### config.mk
export PLATFORM = sky130hd
export DESIGN_NAME = virtual_joystick_conditioner_flat
export DESIGN_NICKNAME = d
export VERILOG_FILES = /design/src/sv/vjc_pkg.sv /design/src/sv/vjc_if.sv /design/src/sv/virtual_joystick_conditioner.sv /design/src/flat_wrapper.sv
export SDC_FILE = /design/constraint.sdc
export NUM_CORES = 2
export LEC_CHECK = 0
export BUFFER_PORTS_ARGS = -buffer_cell sky130_fd_sc_hd__buf_4
export CORE_ASPECT_RATIO = 1.1
export CORE_MARGIN = 8
export CORE_UTILIZATION = 59
export CTS_CLUSTER_DIAMETER = 150
export DETAILED_ROUTE_END_ITERATION = 8
export GPL_ROUTABILITY_DRIVEN = 0
export PLACE_DENSITY = 0.79
export SYNTH_ARGS = -nofsm -noshare
export SYNTH_HDL_FRONTEND = slang
export SYNTH_SLANG_ARGS = --single-unit
### constraint.sdc
create_clock -name clk -period 8.5 [get_ports clk]
set_input_delay 0.85 -clock clk [delete_from_list [all_inputs] [get_ports clk]]
set_output_delay 0.85 -clock clk [all_outputs]
set_load 0.02 [all_outputs]
### src/sv/vjc_pkg.sv
`timescale 1ns / 1ps
// Shared types and constants of the virtual joystick conditioner.
// No dependencies; every other file of the block imports this package.

package vjc_pkg;

    // Field widths
    localparam int FRAC_BITS  = 14;
    localparam int COORD_BITS = 13;
    localparam int HALF_W     = 11;
    localparam int AXMODE_W   = 2;
    localparam int DZ_W       = 15;
    localparam int PAD_W      = 12;
    localparam int AXIS_W     = 16;

    // Configuration port
    localparam int CFG_IDX_W  = 3;
    localparam int CFG_DATA_W = 15;

    localparam logic [CFG_IDX_W-1:0] REG_HALF_SIZE      = 3'd0;
    localparam logic [CFG_IDX_W-1:0] REG_AXIS_MODE      = 3'd1;
    localparam logic [CFG_IDX_W-1:0] REG_CIRCULAR_LIMIT = 3'd2;
    localparam logic [CFG_IDX_W-1:0] REG_DEAD_ZONE      = 3'd3;
    localparam logic [CFG_IDX_W-1:0] REG_MOMENTARY      = 3'd4;

    // Register reset values
    localparam logic [HALF_W-1:0]   HALF_SIZE_RST = 11'd100;
    localparam logic [AXMODE_W-1:0] AXIS_BOTH     = 2'd0;
    localparam logic [AXMODE_W-1:0] AXIS_X_ONLY   = 2'd1;
    localparam logic [AXMODE_W-1:0] AXIS_Y_ONLY   = 2'd2;
    // Spare selection, behaves as y only
    localparam logic [AXMODE_W-1:0] AXIS_SPARE    = 2'd3;

    // Largest magnitude of a normalized value, 1.0 in Q1.FRAC_BITS
    localparam int AXIS_LIMIT = 1 << FRAC_BITS;

    typedef enum logic [1:0] {
        CMD_PRESS    = 2'd0,
        CMD_MOVE     = 2'd1,
        CMD_RELEASE  = 2'd2,
        CMD_RECENTER = 2'd3
    } cmd_t;

    typedef logic signed [COORD_BITS-1:0] coord_t;
    typedef logic signed [PAD_W-1:0]      pad_t;
    typedef logic signed [AXIS_W-1:0]     axis_t;

endpackage

### src/sv/vjc_if.sv
`timescale 1ns / 1ps
// Valid/ready channels of the virtual joystick conditioner: pointer events in,
// conditioned pad results out. Depends on vjc_pkg.

interface vjc_event_if;
    import vjc_pkg::*;

    logic   valid;
    logic   ready;
    cmd_t   command;
    coord_t offset_x;
    coord_t offset_y;

    modport source (output valid, command, offset_x, offset_y, input ready);
    modport sink   (input valid, command, offset_x, offset_y, output ready);
endinterface

interface vjc_result_if;
    import vjc_pkg::*;

    logic  valid;
    logic  ready;
    pad_t  pad_x;
    pad_t  pad_y;
    axis_t axis_x;
    axis_t axis_y;

    modport source (output valid, pad_x, pad_y, axis_x, axis_y, input ready);
    modport sink   (input valid, pad_x, pad_y, axis_x, axis_y, output ready);
endinterface

### src/sv/virtual_joystick_conditioner.sv
`timescale 1ns / 1ps
// Top level of the virtual joystick conditioner: event sequencer, shared
// multiplier and shared subtractor. Depends on vjc_pkg and vjc_if.

// Each pointer event (press, move, release, recenter) yields one beat of pad
// offset and normalized Q1.14 axis values, except a move while released,
// which yields nothing. The offsets are clamped per axis to +-half_size, may
// be pulled back onto the circle of radius half_size and are reduced to the
// selected axes; the normalized values are zeroed inside the dead zone. When
// the circle limit is on and the point lies outside it, the four results each
// take a 32-step restoring divide and a 16-step integer square root on the
// one shared subtractor. events.ready is high only while the sequencer is
// idle; a finished beat waits in the output register, so the next event may
// be taken while the previous result is still stalled. Write configuration
// only while idle.

module virtual_joystick_conditioner (
    input  logic                           clk,
    input  logic                           rst_n,
    vjc_event_if.sink                      events,
    vjc_result_if.source                   results,
    input  logic                           cfg_write,
    input  logic [vjc_pkg::CFG_IDX_W-1:0]  cfg_index,
    input  logic [vjc_pkg::CFG_DATA_W-1:0] cfg_data
);
    import vjc_pkg::*;

    // Magnitude width of a rounded result, quotient and root widths
    localparam int K_W    = (FRAC_BITS + 1 > HALF_W) ? FRAC_BITS + 1 : HALF_W;
    localparam int Q_W    = 2 * K_W + 2;
    localparam int R_W    = Q_W / 2;
    localparam int SQ_W   = 2 * HALF_W;
    localparam int D_W    = SQ_W + 1;
    localparam int N_W    = Q_W + D_W;
    localparam int MA_W   = 2 * K_W;
    localparam int MB_W   = SQ_W;
    localparam int PW     = MA_W + MB_W;
    localparam int SUB_W  = (D_W + 1 > R_W + 3) ? D_W + 1 : R_W + 3;
    localparam int CNT_W  = $clog2(Q_W + 1);
    localparam int CW     = ((COORD_BITS > PAD_W) ? COORD_BITS : PAD_W) + 1;

    // Result slots; bit 1 marks a normalized value, bit 0 the y axis
    localparam logic [1:0] OP_PAD_X  = 2'd0;
    localparam logic [1:0] OP_AXIS_X = 2'd2;
    localparam logic [1:0] OP_AXIS_Y = 2'd3;

    typedef enum logic [4:0] {
        ST_IDLE,
        ST_SKIP,
        ST_SQX,
        ST_SQY,
        ST_SQH,
        ST_SEL,
        ST_NUM,
        ST_LOAD,
        ST_DIV,
        ST_ROOT,
        ST_ROUND,
        ST_AXSEL,
        ST_DZX,
        ST_DZY,
        ST_DZR,
        ST_DZCMP,
        ST_DONE
    } state_t;

    // Clamp v to +-h; values equal to -h also land on -h
    function automatic pad_t clamp_axis(input coord_t v, input logic [HALF_W-1:0] h);
        logic signed [CW-1:0] vw;
        logic signed [CW-1:0] hw;
        logic signed [CW-1:0] res;
        vw = CW'(v);
        hw = CW'({1'b0, h});
        if (vw > hw)
            res = hw;
        else if (vw <= -hw)
            res = -hw;
        else
            res = vw;
        return PAD_W'(res);
    endfunction

    // Configuration registers
    logic [HALF_W-1:0]   half_size_reg;
    logic [AXMODE_W-1:0] axis_mode_reg;
    logic                circular_limit_reg;
    logic [DZ_W-1:0]     dead_zone_reg;
    logic                momentary_reg;

    // Sequencer and datapath registers
    state_t              state_reg;
    logic                pressed_reg;
    logic                x_neg_reg;
    logic                y_neg_reg;
    logic [HALF_W-1:0]   mx_reg;
    logic [HALF_W-1:0]   my_reg;
    logic [SQ_W-1:0]     sqx_reg;
    logic [SQ_W-1:0]     sqy_reg;
    logic [SQ_W-1:0]     hsq_reg;
    logic [D_W-1:0]      s_reg;
    logic [D_W-1:0]      den_reg;
    logic                circ_reg;
    logic [1:0]          op_reg;
    logic [PW-1:0]       prod_reg;
    logic [PW:0]         acc_reg;
    logic [D_W-1:0]      rem_reg;
    logic [Q_W-1:0]      dq_reg;
    logic [R_W-1:0]      root_reg;
    logic [R_W:0]        sqrem_reg;
    logic [CNT_W-1:0]    cnt_reg;
    logic [K_W-1:0]      mag_reg [4];

    // Output register
    logic                out_valid_reg;
    pad_t                out_pad_x_reg;
    pad_t                out_pad_y_reg;
    axis_t               out_axis_x_reg;
    axis_t               out_axis_y_reg;

    // Combinational signals
    logic [HALF_W-1:0]   h_val;
    logic                accept;
    logic                zero_point;
    coord_t              raw_x;
    coord_t              raw_y;
    pad_t                cl_x;
    pad_t                cl_y;
    logic [MA_W-1:0]     mul_a;
    logic [MB_W-1:0]     mul_b;
    logic [PW-1:0]       mul_p;
    logic [MA_W-1:0]     ksq;
    logic [SQ_W-1:0]     sq_m;
    logic [N_W-1:0]      num_load;
    logic [D_W:0]        div_r2;
    logic [R_W+2:0]      root_r2;
    logic [R_W+2:0]      root_trial;
    logic [SUB_W-1:0]    sub_a;
    logic [SUB_W-1:0]    sub_b;
    logic [SUB_W:0]      sub_d;
    logic                sub_ge;
    logic [Q_W-1:0]      rnd_val;
    logic [Q_W:0]        rnd_sum;
    logic                out_load;
    logic                use_x;
    logic                use_y;

    // ---------------------------------------------------------------
    // Configuration writes; an index beyond the list is dropped
    // ---------------------------------------------------------------
    always_ff @(posedge clk or negedge rst_n)
    begin
        if (!rst_n)
        begin
            half_size_reg      <= HALF_SIZE_RST;
            axis_mode_reg      <= AXIS_BOTH;
            circular_limit_reg <= 1'b0;
            dead_zone_reg      <= '0;
            momentary_reg      <= 1'b1;
        end
        else if (cfg_write)
        begin
            unique case (cfg_index)
                REG_HALF_SIZE:      half_size_reg      <= cfg_data[HALF_W-1:0];
                REG_AXIS_MODE:      axis_mode_reg      <= cfg_data[AXMODE_W-1:0];
                REG_CIRCULAR_LIMIT: circular_limit_reg <= cfg_data[0];
                REG_DEAD_ZONE:      dead_zone_reg      <= cfg_data[DZ_W-1:0];
                REG_MOMENTARY:      momentary_reg      <= cfg_data[0];
                default:            ;
            endcase
        end
    end

    // A zero radius behaves as one pixel
    assign h_val = (half_size_reg == '0) ? HALF_W'(1) : half_size_reg;

    // ---------------------------------------------------------------
    // Event intake: recenter and momentary release drop the offsets,
    // then each axis is clamped to the square frame
    // ---------------------------------------------------------------
    assign events.ready = (state_reg == ST_IDLE);
    assign accept       = events.valid && events.ready;

    assign zero_point = (events.command == CMD_RECENTER) ||
                        ((events.command == CMD_RELEASE) && momentary_reg);
    assign raw_x = zero_point ? '0 : events.offset_x;
    assign raw_y = zero_point ? '0 : events.offset_y;
    assign cl_x  = clamp_axis(raw_x, h_val);
    assign cl_y  = clamp_axis(raw_y, h_val);

    // ---------------------------------------------------------------
    // Shared multiplier: squares for the radius test and the dead zone,
    // and the 4*m^2*k^2 numerator of the circle scaling
    // ---------------------------------------------------------------
    assign ksq  = op_reg[1] ? (MA_W'(1) << (2 * FRAC_BITS)) : MA_W'(hsq_reg);
    assign sq_m = op_reg[0] ? sqy_reg : sqx_reg;

    always_comb
    begin
        mul_a = '0;
        mul_b = '0;
        unique case (state_reg)
            ST_SQX:
            begin
                mul_a = MA_W'(mx_reg);
                mul_b = MB_W'(mx_reg);
            end
            ST_SQY:
            begin
                mul_a = MA_W'(my_reg);
                mul_b = MB_W'(my_reg);
            end
            ST_SQH:
            begin
                mul_a = MA_W'(h_val);
                mul_b = MB_W'(h_val);
            end
            ST_NUM:
            begin
                mul_a = ksq;
                mul_b = sq_m;
            end
            ST_DZX:
            begin
                mul_a = MA_W'(mag_reg[2]);
                mul_b = MB_W'(mag_reg[2]);
            end
            ST_DZY:
            begin
                mul_a = MA_W'(mag_reg[3]);
                mul_b = MB_W'(mag_reg[3]);
            end
            ST_DZR:
            begin
                mul_a = MA_W'(dead_zone_reg);
                mul_b = MB_W'(dead_zone_reg);
            end
            default:
            begin
                mul_a = '0;
                mul_b = '0;
            end
        endcase
    end

    assign mul_p = PW'(mul_a) * PW'(mul_b);

    // Dividend for the divider: the circle numerator from the multiplier,
    // or the magnitude scaled by 2^(FRAC_BITS+1) for the plain case
    assign num_load = (state_reg == ST_LOAD) ?
                      N_W'({prod_reg, 2'b00}) :
                      (N_W'(op_reg[0] ? my_reg : mx_reg) << (FRAC_BITS + 1));

    // ---------------------------------------------------------------
    // Shared subtractor: one restoring divide step or one square root
    // step per cycle
    // ---------------------------------------------------------------
    assign div_r2     = {rem_reg, dq_reg[Q_W-1]};
    assign root_r2    = {sqrem_reg, dq_reg[Q_W-1 -: 2]};
    assign root_trial = {1'b0, root_reg, 2'b01};

    always_comb
    begin
        if (state_reg == ST_ROOT)
        begin
            sub_a = SUB_W'(root_r2);
            sub_b = SUB_W'(root_trial);
        end
        else
        begin
            sub_a = SUB_W'(div_r2);
            sub_b = SUB_W'(den_reg);
        end
    end

    assign sub_d  = {1'b0, sub_a} - {1'b0, sub_b};
    assign sub_ge = !sub_d[SUB_W];

    // Round half up on the doubled quotient or root
    assign rnd_val = circ_reg ? Q_W'(root_reg) : dq_reg;
    assign rnd_sum = {1'b0, rnd_val} + (Q_W + 1)'(1);

    assign use_x = (axis_mode_reg == AXIS_BOTH) || (axis_mode_reg == AXIS_X_ONLY);
    assign use_y = (axis_mode_reg != AXIS_X_ONLY);

    assign out_load = (state_reg == ST_DONE) && (!out_valid_reg || results.ready);

    // ---------------------------------------------------------------
    // Sequencer
    // ---------------------------------------------------------------
    always_ff @(posedge clk or negedge rst_n)
    begin
        if (!rst_n)
        begin
            state_reg      <= ST_IDLE;
            pressed_reg    <= 1'b0;
            x_neg_reg      <= 1'b0;
            y_neg_reg      <= 1'b0;
            mx_reg         <= '0;
            my_reg         <= '0;
            sqx_reg        <= '0;
            sqy_reg        <= '0;
            hsq_reg        <= '0;
            s_reg          <= '0;
            den_reg        <= '0;
            circ_reg       <= 1'b0;
            op_reg         <= OP_PAD_X;
            prod_reg       <= '0;
            acc_reg        <= '0;
            rem_reg        <= '0;
            dq_reg         <= '0;
            root_reg       <= '0;
            sqrem_reg      <= '0;
            cnt_reg        <= '0;
            for (int i = 0; i < 4; i++)
                mag_reg[i] <= '0;
            out_valid_reg  <= 1'b0;
            out_pad_x_reg  <= '0;
            out_pad_y_reg  <= '0;
            out_axis_x_reg <= '0;
            out_axis_y_reg <= '0;
        end
        else
        begin
            // Release the output beat once taken, unless a new one loads
            if (results.ready && !out_load)
                out_valid_reg <= 1'b0;

            unique case (state_reg)
                ST_IDLE:
                begin
                    if (accept)
                    begin
                        x_neg_reg <= cl_x[PAD_W-1];
                        y_neg_reg <= cl_y[PAD_W-1];
                        mx_reg    <= HALF_W'(cl_x[PAD_W-1] ? -cl_x : cl_x);
                        my_reg    <= HALF_W'(cl_y[PAD_W-1] ? -cl_y : cl_y);
                        if (events.command == CMD_PRESS)
                            pressed_reg <= 1'b1;
                        else if (events.command == CMD_RELEASE)
                            pressed_reg <= 1'b0;
                        // Drop a move while the pad is released
                        if ((events.command == CMD_MOVE) && !pressed_reg)
                            state_reg <= ST_SKIP;
                        else
                            state_reg <= ST_SQX;
                    end
                end

                ST_SKIP:
                begin
                    state_reg <= ST_IDLE;
                end

                ST_SQX:
                begin
                    prod_reg  <= mul_p;
                    state_reg <= ST_SQY;
                end

                ST_SQY:
                begin
                    sqx_reg   <= prod_reg[SQ_W-1:0];
                    prod_reg  <= mul_p;
                    state_reg <= ST_SQH;
                end

                ST_SQH:
                begin
                    sqy_reg   <= prod_reg[SQ_W-1:0];
                    s_reg     <= D_W'(sqx_reg) + D_W'(prod_reg[SQ_W-1:0]);
                    prod_reg  <= mul_p;
                    state_reg <= ST_SEL;
                end

                ST_SEL:
                begin
                    // Outside the circle: all four values go through divide
                    // and root; otherwise the pad is the clamped point
                    hsq_reg <= prod_reg[SQ_W-1:0];
                    if (circular_limit_reg && (s_reg > D_W'(prod_reg[SQ_W-1:0])))
                    begin
                        circ_reg <= 1'b1;
                        op_reg   <= OP_PAD_X;
                    end
                    else
                    begin
                        circ_reg   <= 1'b0;
                        op_reg     <= OP_AXIS_X;
                        mag_reg[0] <= K_W'(mx_reg);
                        mag_reg[1] <= K_W'(my_reg);
                    end
                    state_reg <= ST_NUM;
                end

                ST_NUM:
                begin
                    if (circ_reg)
                    begin
                        prod_reg  <= mul_p;
                        state_reg <= ST_LOAD;
                    end
                    else
                    begin
                        rem_reg   <= num_load[N_W-1:Q_W];
                        dq_reg    <= num_load[Q_W-1:0];
                        den_reg   <= D_W'(h_val);
                        cnt_reg   <= CNT_W'(Q_W - 1);
                        state_reg <= ST_DIV;
                    end
                end

                ST_LOAD:
                begin
                    rem_reg   <= num_load[N_W-1:Q_W];
                    dq_reg    <= num_load[Q_W-1:0];
                    den_reg   <= s_reg;
                    cnt_reg   <= CNT_W'(Q_W - 1);
                    state_reg <= ST_DIV;
                end

                ST_DIV:
                begin
                    rem_reg <= sub_ge ? D_W'(sub_d) : D_W'(div_r2);
                    dq_reg  <= {dq_reg[Q_W-2:0], sub_ge};
                    if (cnt_reg == '0)
                    begin
                        if (circ_reg)
                        begin
                            root_reg  <= '0;
                            sqrem_reg <= '0;
                            cnt_reg   <= CNT_W'(R_W - 1);
                            state_reg <= ST_ROOT;
                        end
                        else
                        begin
                            state_reg <= ST_ROUND;
                        end
                    end
                    else
                    begin
                        cnt_reg <= cnt_reg - 1'b1;
                    end
                end

                ST_ROOT:
                begin
                    sqrem_reg <= sub_ge ? (R_W + 1)'(sub_d) : (R_W + 1)'(root_r2);
                    root_reg  <= {root_reg[R_W-2:0], sub_ge};
                    dq_reg    <= dq_reg << 2;
                    if (cnt_reg == '0)
                        state_reg <= ST_ROUND;
                    else
                        cnt_reg <= cnt_reg - 1'b1;
                end

                ST_ROUND:
                begin
                    mag_reg[op_reg] <= K_W'(rnd_sum[Q_W:1]);
                    if (op_reg == OP_AXIS_Y)
                    begin
                        state_reg <= ST_AXSEL;
                    end
                    else
                    begin
                        op_reg    <= op_reg + 1'b1;
                        state_reg <= ST_NUM;
                    end
                end

                ST_AXSEL:
                begin
                    if (!use_x)
                    begin
                        mag_reg[0] <= '0;
                        mag_reg[2] <= '0;
                    end
                    if (!use_y)
                    begin
                        mag_reg[1] <= '0;
                        mag_reg[3] <= '0;
                    end
                    state_reg <= ST_DZX;
                end

                ST_DZX:
                begin
                    prod_reg  <= mul_p;
                    state_reg <= ST_DZY;
                end

                ST_DZY:
                begin
                    acc_reg   <= {1'b0, prod_reg};
                    prod_reg  <= mul_p;
                    state_reg <= ST_DZR;
                end

                ST_DZR:
                begin
                    acc_reg   <= acc_reg + {1'b0, prod_reg};
                    prod_reg  <= mul_p;
                    state_reg <= ST_DZCMP;
                end

                ST_DZCMP:
                begin
                    // Inside the dead zone both normalized values read zero
                    if (acc_reg < {1'b0, prod_reg})
                    begin
                        mag_reg[2] <= '0;
                        mag_reg[3] <= '0;
                    end
                    state_reg <= ST_DONE;
                end

                ST_DONE:
                begin
                    // Hold here until the output register is free
                    if (out_load)
                    begin
                        out_valid_reg  <= 1'b1;
                        out_pad_x_reg  <= x_neg_reg ? -PAD_W'(mag_reg[0]) : PAD_W'(mag_reg[0]);
                        out_pad_y_reg  <= y_neg_reg ? -PAD_W'(mag_reg[1]) : PAD_W'(mag_reg[1]);
                        out_axis_x_reg <= x_neg_reg ? -AXIS_W'(mag_reg[2]) :
                                                      AXIS_W'(mag_reg[2]);
                        // Screen y grows downward, the axis value upward
                        out_axis_y_reg <= y_neg_reg ? AXIS_W'(mag_reg[3]) :
                                                      -AXIS_W'(mag_reg[3]);
                        state_reg      <= ST_IDLE;
                    end
                end

                default:
                begin
                    state_reg <= ST_IDLE;
                end
            endcase
        end
    end

    assign results.valid  = out_valid_reg;
    assign results.pad_x  = out_pad_x_reg;
    assign results.pad_y  = out_pad_y_reg;
    assign results.axis_x = out_axis_x_reg;
    assign results.axis_y = out_axis_y_reg;

endmodule

### src/flat_wrapper.sv
// flat-port wrapper written by rule: the top's interface ports become plain ports
module virtual_joystick_conditioner_flat import vjc_pkg::*;
  (clk, rst_n, cfg_write, cfg_index, cfg_data, events_valid, events_command, events_offset_x, events_offset_y, events_ready, results_valid, results_pad_x, results_pad_y, results_axis_x, results_axis_y, results_ready);
  vjc_event_if events_i ();
  vjc_result_if results_i ();
  input  logic clk;
  input  logic rst_n;
  input  logic cfg_write;
  input  logic [vjc_pkg::CFG_IDX_W-1:0] cfg_index;
  input  logic [vjc_pkg::CFG_DATA_W-1:0] cfg_data;
  input wire logic [$bits(events_i.valid)-1:0] events_valid;
  input wire logic [$bits(events_i.command)-1:0] events_command;
  input wire logic [$bits(events_i.offset_x)-1:0] events_offset_x;
  input wire logic [$bits(events_i.offset_y)-1:0] events_offset_y;
  output wire logic [$bits(events_i.ready)-1:0] events_ready;
  output wire logic [$bits(results_i.valid)-1:0] results_valid;
  output wire logic [$bits(results_i.pad_x)-1:0] results_pad_x;
  output wire logic [$bits(results_i.pad_y)-1:0] results_pad_y;
  output wire logic [$bits(results_i.axis_x)-1:0] results_axis_x;
  output wire logic [$bits(results_i.axis_y)-1:0] results_axis_y;
  input wire logic [$bits(results_i.ready)-1:0] results_ready;
  assign events_i.valid = events_valid;
  assign events_i.command = events_command;
  assign events_i.offset_x = events_offset_x;
  assign events_i.offset_y = events_offset_y;
  assign events_ready = events_i.ready;
  assign results_valid = results_i.valid;
  assign results_pad_x = results_i.pad_x;
  assign results_pad_y = results_i.pad_y;
  assign results_axis_x = results_i.axis_x;
  assign results_axis_y = results_i.axis_y;
  assign results_i.ready = results_ready;
  virtual_joystick_conditioner u_core (.clk(clk), .rst_n(rst_n), .events(events_i), .results(results_i), .cfg_write(cfg_write), .cfg_index(cfg_index), .cfg_data(cfg_data));
endmodule
==> metrics.cfg <==
[status]
run_status=completed

[cells_and_area]
nNetsFinal=6709
regArea_um2=12120
instances_no_fill=6942
multi_input_area_um2=33430
largest_reg_flops=54
drive_gt1_share_pct=15.60
n_antenna_cell=0
fill_cells=6051
syn2layout_area_growth_pct=15.57

[placement]
portBuffers=108
dpl.cell_count=6791
pre_cts_slack_ns=-0.5715
hpwl_mm=119.7

[pwr]
netSwitchingPower_uw=7693
sequentialPowerShare_pct=24.7
power.leakage_uw=0.02731
power.internal_uw=8378
powerDensity_nw_per_um2=288.9
sw_frac_of_total_pct=47.87
clockPowerShare_pct=14.5
p_comb_share_pct=60.8
peakVddDrop_mv=0.2556

[timing]
clock-skew-final_ns=0.05268
whs_ns=0.2367
final-setup-viol-count=0
period_needed_ns=8.458
fmax_mhz=118.2
layout_setup_ws_ns=0.04220
worst_pin_slew_ns=1.251
slew_headroom_pct=16.26
slew_violations=0
post-route-period-util_pct=99.50
rsz0062_at_grt=yes
finalHoldViolCount=0

[synth]
synth_top_area_share_pct=24.95
netlist_instances=5524
netlist_area_um2=48140
avgSynthCellArea_um2=8.714
synth-seq-area-share_pct=25.17
synth_common_cells=nand2_1, inv_1, dfrtp_1
ys_types=98
synth-main-ff-cell=dfrtp_1
yosysMostFrequentCell=nand2_1
synth_area_leader_cell=dfrtp_1
synth-seq-cells=484
synth.area.top_cells=dfrtp_1, fa_1, ha_1
synth-edff-count=0
synthArstFlopShare_pct=100.0
yosys_warnings=0

[global_route]
antenna_found_initial=3
overflow=0
grt_pass1_vias=42904
grt_max_degree=171
grt.total_usage_pct=33.03
grt_pass1_wl_mm=237.0

[detailed_routing]
drc_errors=0
firstDrtPassIters=9
routedWlPerCell_um=22.39
wl_mm=155.4
vias_per_cell=6.300
drtIter0Drc=4834
ant_nets=0
vias=43735

[flow_run]
maxCapViolations=0

[worst_setup_path]
crit_fanout=5
r2r-end=u_core.prod_reg[48]
path_class=reg -> reg
crit_arrival_ns=8.99
critPathSlowestCell=fa_1
cpPeakStageDelay_ns=0.56
endpoint_kind=flop
reg2reg_depth=38
cp.required_ns=9.03
r2r_slack_ns=0.04
reg2reg_from=u_core.state_reg[3]
setup.worst_path.start_class=flop
cpMostUsedCell=fa_1

[die]
dieArea_um2=91000
die_x_um=288.3
num_rows=110
core-area_um2=81340
die_h_um=315.6
start_util_pct=59.18
ios=109

[clock_tree]
htreeDepth=2
clock_latency_ns=0.64
cts_max_path_buffers=3
cts_made_buffers=49
clkTransAtPathRegs_ns=0.07
cts_tree=built
cts_root_buf=clkbuf_16
clock_sinks=484

[min_path]
hp-class=in -> async

[placed cells by master (no fill, tap or decap), types with 93 or more instances in the layout]
master and n:
buf_4 470, dfrtp_1 476, o21ai_0 328, nor2_1 362
inv_1 639, mux2i_1 95, xnor2_1 137, ha_1 385
a21o_1 93, nand2_1 816, a21oi_1 215, fa_1 405
[stage by stage]
stage	instance area (µm²)	total power, µW	util, %	TNS (ns)
final	55630	16070	68.39	0
after global routing	55630	16940	68.39	-1.305
after CTS	54510	15320	67.01	-0.02605
after detailed placement	52390	12820	64.41	-5.736
after global placement	52390	12560	64.41	-3.413
after floorplan	48230	9404	-	0
[cell families (layout without fill, tap and decap cells)]
group                    after synthesis  in the layout  share of synthesized area, %
other                                  1              4                      0.007790
buffers and inverters                948           1299                         7.418
AND/OR/NAND/NOR                     1593           1593                         14.24
adder cells (fa/ha/maj)              821            821                         27.80
AO/OA/AOI/OAI                       1285           1285                         17.54
multiplexers                         181            181                         3.987
XOR/XNOR                             211            211                         3.839
flip-flops                           484            484                         25.17
[worst max-delay path by stage]
| stage | startpoint | endpoint | slack (ns) | cells past startpoint |
|---|---|---|---|---|
| 3_3_place_gp | u_core.state_reg[1] | u_core.prod_reg[43] | -0.45 | 35 |
| 4_1_cts | u_core.state_reg[3] | u_core.prod_reg[49] | -0.03 | 34 |
| 3_5_place_dp | u_core.state_reg[1] | u_core.prod_reg[43] | -0.57 | 35 |
| 5_1_grt | u_core.state_reg[4] | u_core.prod_reg[46] | -0.18 | 38 |
| 6_report | u_core.state_reg[3] | u_core.prod_reg[48] | 0.04 | 38 |
| 2_1_floorplan | u_core.state_reg[2] | u_core.prod_reg[48] | 0.007 | 36 |
[metal layers]
layer  wire length (µm)  vias to the layer above  track usage [%]
li1                   -                    19194                -
met1              56130                    21222            40.29
met2              70830                     2549            53.73
met3              15560                      766            6.395
met4              12890                        4            20.78
met5                 23                        -                0
[layout make-up]
class,count,share of cell area [%]
repair buffers,536,8.153
inverters,671,4.527
well taps,1064,2.393
multi-input cells,4095,60.09
clock buffers,74,2.535
clock inverters,18,0.5150
flip-flops and latches,484,21.79
[power by group through the flow]
stage / Sequential, µW / Clock, µW / Combinational (µW)
final: 3970 / 2330 / 9770
after floorplan: 3610 / 0 / 5790
after detailed placement: 3920 / 0 / 8900
after CTS: 3900 / 2340 / 9080
after global placement: 3890 / 0 / 8680
after global routing: 4010 / 2420 / 10500
[critical path, delay by kind of cell, from the launching register on]
kind,cells,cell delay (ns)
adders and majority gates,8,3.81
buffers and inverters,11,1.08
DFF,1,0.44
and+or+nand+nor,9,1.48
AOI/OAI and AO/OA,10,1.57
[what timing repair did]
item                                    4_1_cts  5_1_grt
hold buffers                                  0        0
resized for setup                            68      167
pin swaps                                    26      120
cloned                                        0        2
endpoints found under the hold margin         0        0
setup buffers                                11       50
endpoints found under the setup margin       24       26
Power figures use the tool's default switching activity.
